<file path="config.mk">
export PLATFORM = sky130hd
export DESIGN_NAME = wpf_ctrl
export DESIGN_NICKNAME = d
export VERILOG_FILES = /design/src/hw/rtl/wpf_pkg.sv /design/src/hw/rtl/wpf_ctrl.sv
export SDC_FILE = /design/constraint.sdc
export NUM_CORES = 1
export LEC_CHECK = 0
export BUFFER_PORTS_ARGS = -buffer_cell sky130_fd_sc_hd__buf_2
export CAP_MARGIN = 5
export CORE_AREA = 5 5 42 44
export CTS_CLUSTER_DIAMETER = 200
export DETAILED_ROUTE_END_ITERATION = 6
export DIE_AREA = 0 0 47 49
export GPL_TIMING_DRIVEN = 0
export PLACE_DENSITY = 0.47
export SYNTH_ARGS = -nofsm -noshare
export SYNTH_HDL_FRONTEND = slang
export SYNTH_SLANG_ARGS = --single-unit
</file>
<file path="constraint.sdc">
create_clock -name clk -period 2.4 [get_ports clk]
set_input_delay 0 -clock clk [delete_from_list [all_inputs] [get_ports clk]]
set_output_delay 0 -clock clk [all_outputs]
set_load 0.03 [all_outputs]
</file>
<file path="src/hw/rtl/wpf_pkg.sv">
// wpf_pkg: types, codes and constants shared by the waypoint path follower
// no dependencies; imported by every module of the block
package wpf_pkg;

    // input kind codes
    localparam logic [1:0] KIND_WRITE   = 2'd0;
    localparam logic [1:0] KIND_TICK    = 2'd1;
    localparam logic [1:0] KIND_RESTART = 2'd2;

    // life state codes
    localparam logic [1:0] LIFE_ALIVE = 2'd0;
    localparam logic [1:0] LIFE_OUT   = 2'd1;
    localparam logic [1:0] LIFE_DEAD  = 2'd2;

    // configuration register indexes
    localparam int CFG_INDEX_W = 3;
    localparam int CFG_DATA_W  = 32;
    localparam logic [CFG_INDEX_W-1:0] CFG_PATH_LENGTH = 3'd0;
    localparam logic [CFG_INDEX_W-1:0] CFG_SPEED       = 3'd1;
    localparam logic [CFG_INDEX_W-1:0] CFG_START_DELAY = 3'd2;
    localparam logic [CFG_INDEX_W-1:0] CFG_OFFSET_X    = 3'd3;
    localparam logic [CFG_INDEX_W-1:0] CFG_OFFSET_Y    = 3'd4;

    // reset value of speed, 1.0 in q8.8
    localparam logic [15:0] SPEED_ONE = 16'd256;

    // angles in 1/64 degree
    localparam logic signed [16:0] HALF_TURN    = 17'sd11520;
    localparam logic signed [17:0] QUARTER_TURN = 18'sd5760;

    // rounding bias for the blend, half of one q16 step
    localparam logic signed [34:0] ROUND_HALF = 35'sd32768;

    // saturation limits of a 16 bit signed result
    localparam logic signed [17:0] SAT_MAX = 18'sd32767;
    localparam logic signed [17:0] SAT_MIN = -18'sd32768;

    typedef struct packed {
        logic [1:0]         kind;
        logic [7:0]         point_index;
        logic signed [15:0] point_x;
        logic signed [15:0] point_y;
        logic signed [15:0] point_heading;
        logic [15:0]        dt;
        logic               paused;
        logic [1:0]         life_state;
    } wpf_item_t;

    typedef struct packed {
        logic signed [15:0] pos_x;
        logic signed [15:0] pos_y;
        logic signed [15:0] heading;
        logic               at_end;
    } wpf_result_t;

    // one waypoint table entry
    typedef struct packed {
        logic signed [15:0] x;
        logic signed [15:0] y;
        logic signed [15:0] h;
    } wpf_point_t;

    typedef enum logic [2:0] {
        S_IDLE,
        S_ACCUM,
        S_DELAY,
        S_SEGMENT,
        S_READ,
        S_MUL,
        S_FINISH
    } wpf_state_t;

    // controller to datapath
    typedef struct packed {
        logic accept;
        logic accum;
        logic delay_step;
        logic seg_step;
        logic read_step;
        logic mul_step;
        logic out_load;
    } wpf_cmd_t;

    // datapath to controller
    typedef struct packed {
        logic tick_go;
        logic delay_hold;
        logic path_empty;
        logic out_free;
    } wpf_status_t;

endpackage

</file>
<file path="src/hw/rtl/wpf_ctrl.sv">
// wpf_ctrl: sequencing state machine for one tick transaction
// depends on wpf_pkg (state, command and status types)
module wpf_ctrl (
    input  logic                 clk,
    input  logic                 rst_n,
    input  logic                 item_valid,
    output logic                 item_stall,
    input  wpf_pkg::wpf_status_t status,
    output wpf_pkg::wpf_cmd_t    cmd
);
    import wpf_pkg::*;

    wpf_state_t state_reg;
    wpf_state_t state_next;

    // state register
    always_ff @(posedge clk or negedge rst_n)
    begin
        if (!rst_n)
        begin
            state_reg <= S_IDLE;
        end
        else
        begin
            state_reg <= state_next;
        end
    end

    // next state
    always_comb
    begin
        state_next = state_reg;
        unique case (state_reg)
            S_IDLE:
            begin
                if (item_valid && status.tick_go)
                begin
                    state_next = S_ACCUM;
                end
            end
            S_ACCUM:   state_next = S_DELAY;
            S_DELAY:
            begin
                if (status.delay_hold || status.path_empty)
                begin
                    state_next = S_IDLE;
                end
                else
                begin
                    state_next = S_SEGMENT;
                end
            end
            S_SEGMENT: state_next = S_READ;
            S_READ:    state_next = S_MUL;
            S_MUL:     state_next = S_FINISH;
            S_FINISH:
            begin
                if (status.out_free)
                begin
                    state_next = S_IDLE;
                end
            end
            default:   state_next = S_IDLE;
        endcase
    end

    // command outputs
    always_comb
    begin
        cmd        = '0;
        item_stall = 1'b1;
        unique case (state_reg)
            S_IDLE:
            begin
                item_stall = 1'b0;
                cmd.accept = item_valid;
            end
            S_ACCUM:   cmd.accum      = 1'b1;
            S_DELAY:   cmd.delay_step = 1'b1;
            S_SEGMENT: cmd.seg_step   = 1'b1;
            S_READ:    cmd.read_step  = 1'b1;
            S_MUL:     cmd.mul_step   = 1'b1;
            S_FINISH:  cmd.out_load   = status.out_free;
            default:   cmd            = '0;
        endcase
    end

endmodule

</file>
==> metrics.cfg <==
[critical_path]
path_max_fanout=9
start_kind=flip-flop
cp.arrival_ns=1.40
r2r_end=state_reg[0]$_DFFE_PN0P_
end_kind=output port
crit_path_frequent_cell=buf_2
cp.depth=4
critPathMaxStageDelay_ns=0.37
slowest_stage=or3_1
crit_chain=buf_2 -> or3_1 -> nor2_1 -> buf_2
endpoint=cmd[6]
critPathLaunch=state_reg[1]$_DFFE_PN0P_
path_buf_inv=2
r2r_start=state_reg[2]$_DFFE_PN0P_
regToRegSetupSlack_ns=1.27
path_class=flip-flop to output port
reg2reg_depth=3
critPathTopFamily=simple AND/OR/NAND/NOR gates
required_ns=2.40

[yosys]
syn-mean-instance-area_sq_um=8.47
netlist_area_sq_um=220
ys_seq_area_frac=0.341
syn_inst=26
yosysWarnings=0
ys_seq_elements=3
syn-num-nets=33
synth_cell_types=17

[detailed_routing]
firstDrtPassIters=2
vias=239
drc=0
drt-initial-drc-count=3
routedWlPerCell_um=9.66
drtAntennaViolNets=0
wl_um=589
viasPerCell=3.92

[placement]
gp_congestion=0.653
placed_cells=56
portBuffers=14
hpwlAfterDp_um=440
preCtsSetupSlack_ns=1.24

[run_status]
status=complete, no violations

[global_routing]
grt_pass1_vias=225
overflow=0
grt_pass1_wl_um=952
grt_usage=0.0642
grt_max_degree=11
antenna_found_initial=0

[layout]
drive_gt1_frac=0.489
final_common_cell=buf_2
final_cell_mix=buf_2 (15), nor2_1 (6), clkbuf_4 (3), dfrtp_1 (3)
antenna_cells=0
instances_no_fill=61
syn2layout_area_growth_pct=57.4
fillers=167
regArea_sq_um=75.1
largest_reg_flops=3
fin_nets=53
multi_input_area_sq_um=121

[sta]
fmax_ghz=0.713
worst_pin_slew_ns=0.246
setup_viol=0
final-hold-violation-count=0
worst_slack_ns=0.998
slew_headroom=0.835
clock_skew_ns=0.000939
slew_viol_final=0
fin_crit_ns=1.40
post-route-period-util=0.584
rsz0062_at_grt=false
whs_ns=0.0580
tns_ns=0

[clock_network]
cts_root_buffer=clkbuf_4
clk_pin_slew_ns=0.04
cts_buffers=3
cts-resized-gates=0
cts_num_sinks=3
cts_tree=yes
clock_latency_ns=0.23
holdBufCountCts=1
cts_buffer_depth=2
htreeDepth=1
cts_setup_buffers=0

[power_and_ir_drop]
p_leak_nw=0.179
vdd_drop_max_mv=0.465
powerDensity_mw_per_mm2=1420

[hold_path]
worstHoldPathType=primary input to flip-flop
whs_path_depth=3

[job]
cap_violations=0

[floorplanning]
io_pins=15
initial_core_util=0.157
core_sq_mm=0.00140
dieArea_sq_mm=0.00230
die_h_um=49
rows=14
die_x_um=47

cells in the mapped netlist:
library cell | count | area [sq um]
or3_4 | 1 | 11.3
or3_1 | 1 | 6.26
nand2_1 | 2 | 7.51
a211oi_2 | 1 | 12.5
buf_6 | 1 | 11.3
nand4bb_1 | 1 | 11.3
nor2_1 | 6 | 22.5
dfrtp_1 | 3 | 75.1
nand2b_1 | 2 | 12.5
inv_1 | 1 | 3.75
o21a_1 | 1 | 7.51
nor3_1 | 1 | 5.00
mux2i_1 | 1 | 10.0
a211oi_1 | 1 | 7.51
inv_2 | 1 | 3.75
o211ai_1 | 1 | 7.51
buf_2 | 1 | 5.00
power breakdown:
part	internal (mW)	total (mW)	switching (mW)
sequential	0.0738	0.0938	0.0201
clock	0.0625	0.0909	0.0285
combinational	0.108	0.306	0.197
worst min-delay path by stage:
stage | start | endpoint | slack [ns]
after floorplan | rst_n | state_reg[0]$_DFFE_PN0P_ | -0.30
after global placement | rst_n | state_reg[2]$_DFFE_PN0P_ | -0.20
after detailed placement | rst_n | state_reg[2]$_DFFE_PN0P_ | -0.20
after CTS | status[2] | state_reg[0]$_DFFE_PN0P_ | 0.06
after global routing | status[1] | state_reg[0]$_DFFE_PN0P_ | 0.06
final | status[2] | state_reg[0]$_DFFE_PN0P_ | 0.06
per-layer routing:
layer  share of wire  up-vias  track usage
met5               0        -            0
met4               0        0       0.0968
met1            0.47      102       0.0817
met3           0.083        0       0.0221
met2            0.45       11       0.0611
li1                -      126            -
cell type report:
class / instances / share of cell area
timing repair buffer: 15 / 0.231
inverter: 2 / 0.0217
tap: 16 / 0.0578
buffer: 2 / 0.0469
multi-input combinational: 19 / 0.350
sequential: 3 / 0.217
clock buffer: 4 / 0.0758
logic make-up (layout without fill, tap and decap cells):
group	after synthesis	after routing	share of synthesized area
AO/OA/AOI/OAI	4	4	0.159
buffers and inverters	4	23	0.108
flip-flops	3	3	0.341
multiplexers	1	1	0.0455
AND/OR/NAND/NOR	14	14	0.347
through the flow:
| step | utilization | power [mW] | instance area [sq um] |
|---|---|---|---|
| global placement | 0.221 | 0.402 | 310 |
| CTS | 0.247 | 0.497 | 347 |
| floorplan | - | 0.327 | 220 |
| finish | 0.247 | 0.491 | 347 |
| detailed placement | 0.221 | 0.403 | 310 |
| global route | 0.247 | 0.528 | 347 |
tightest hold or removal path, stage by stage:
cell and delay (ns):
buf_2 0.07, or3_4 0.11, a211oi_2 0.06
Power figures use the tool's default switching activity.
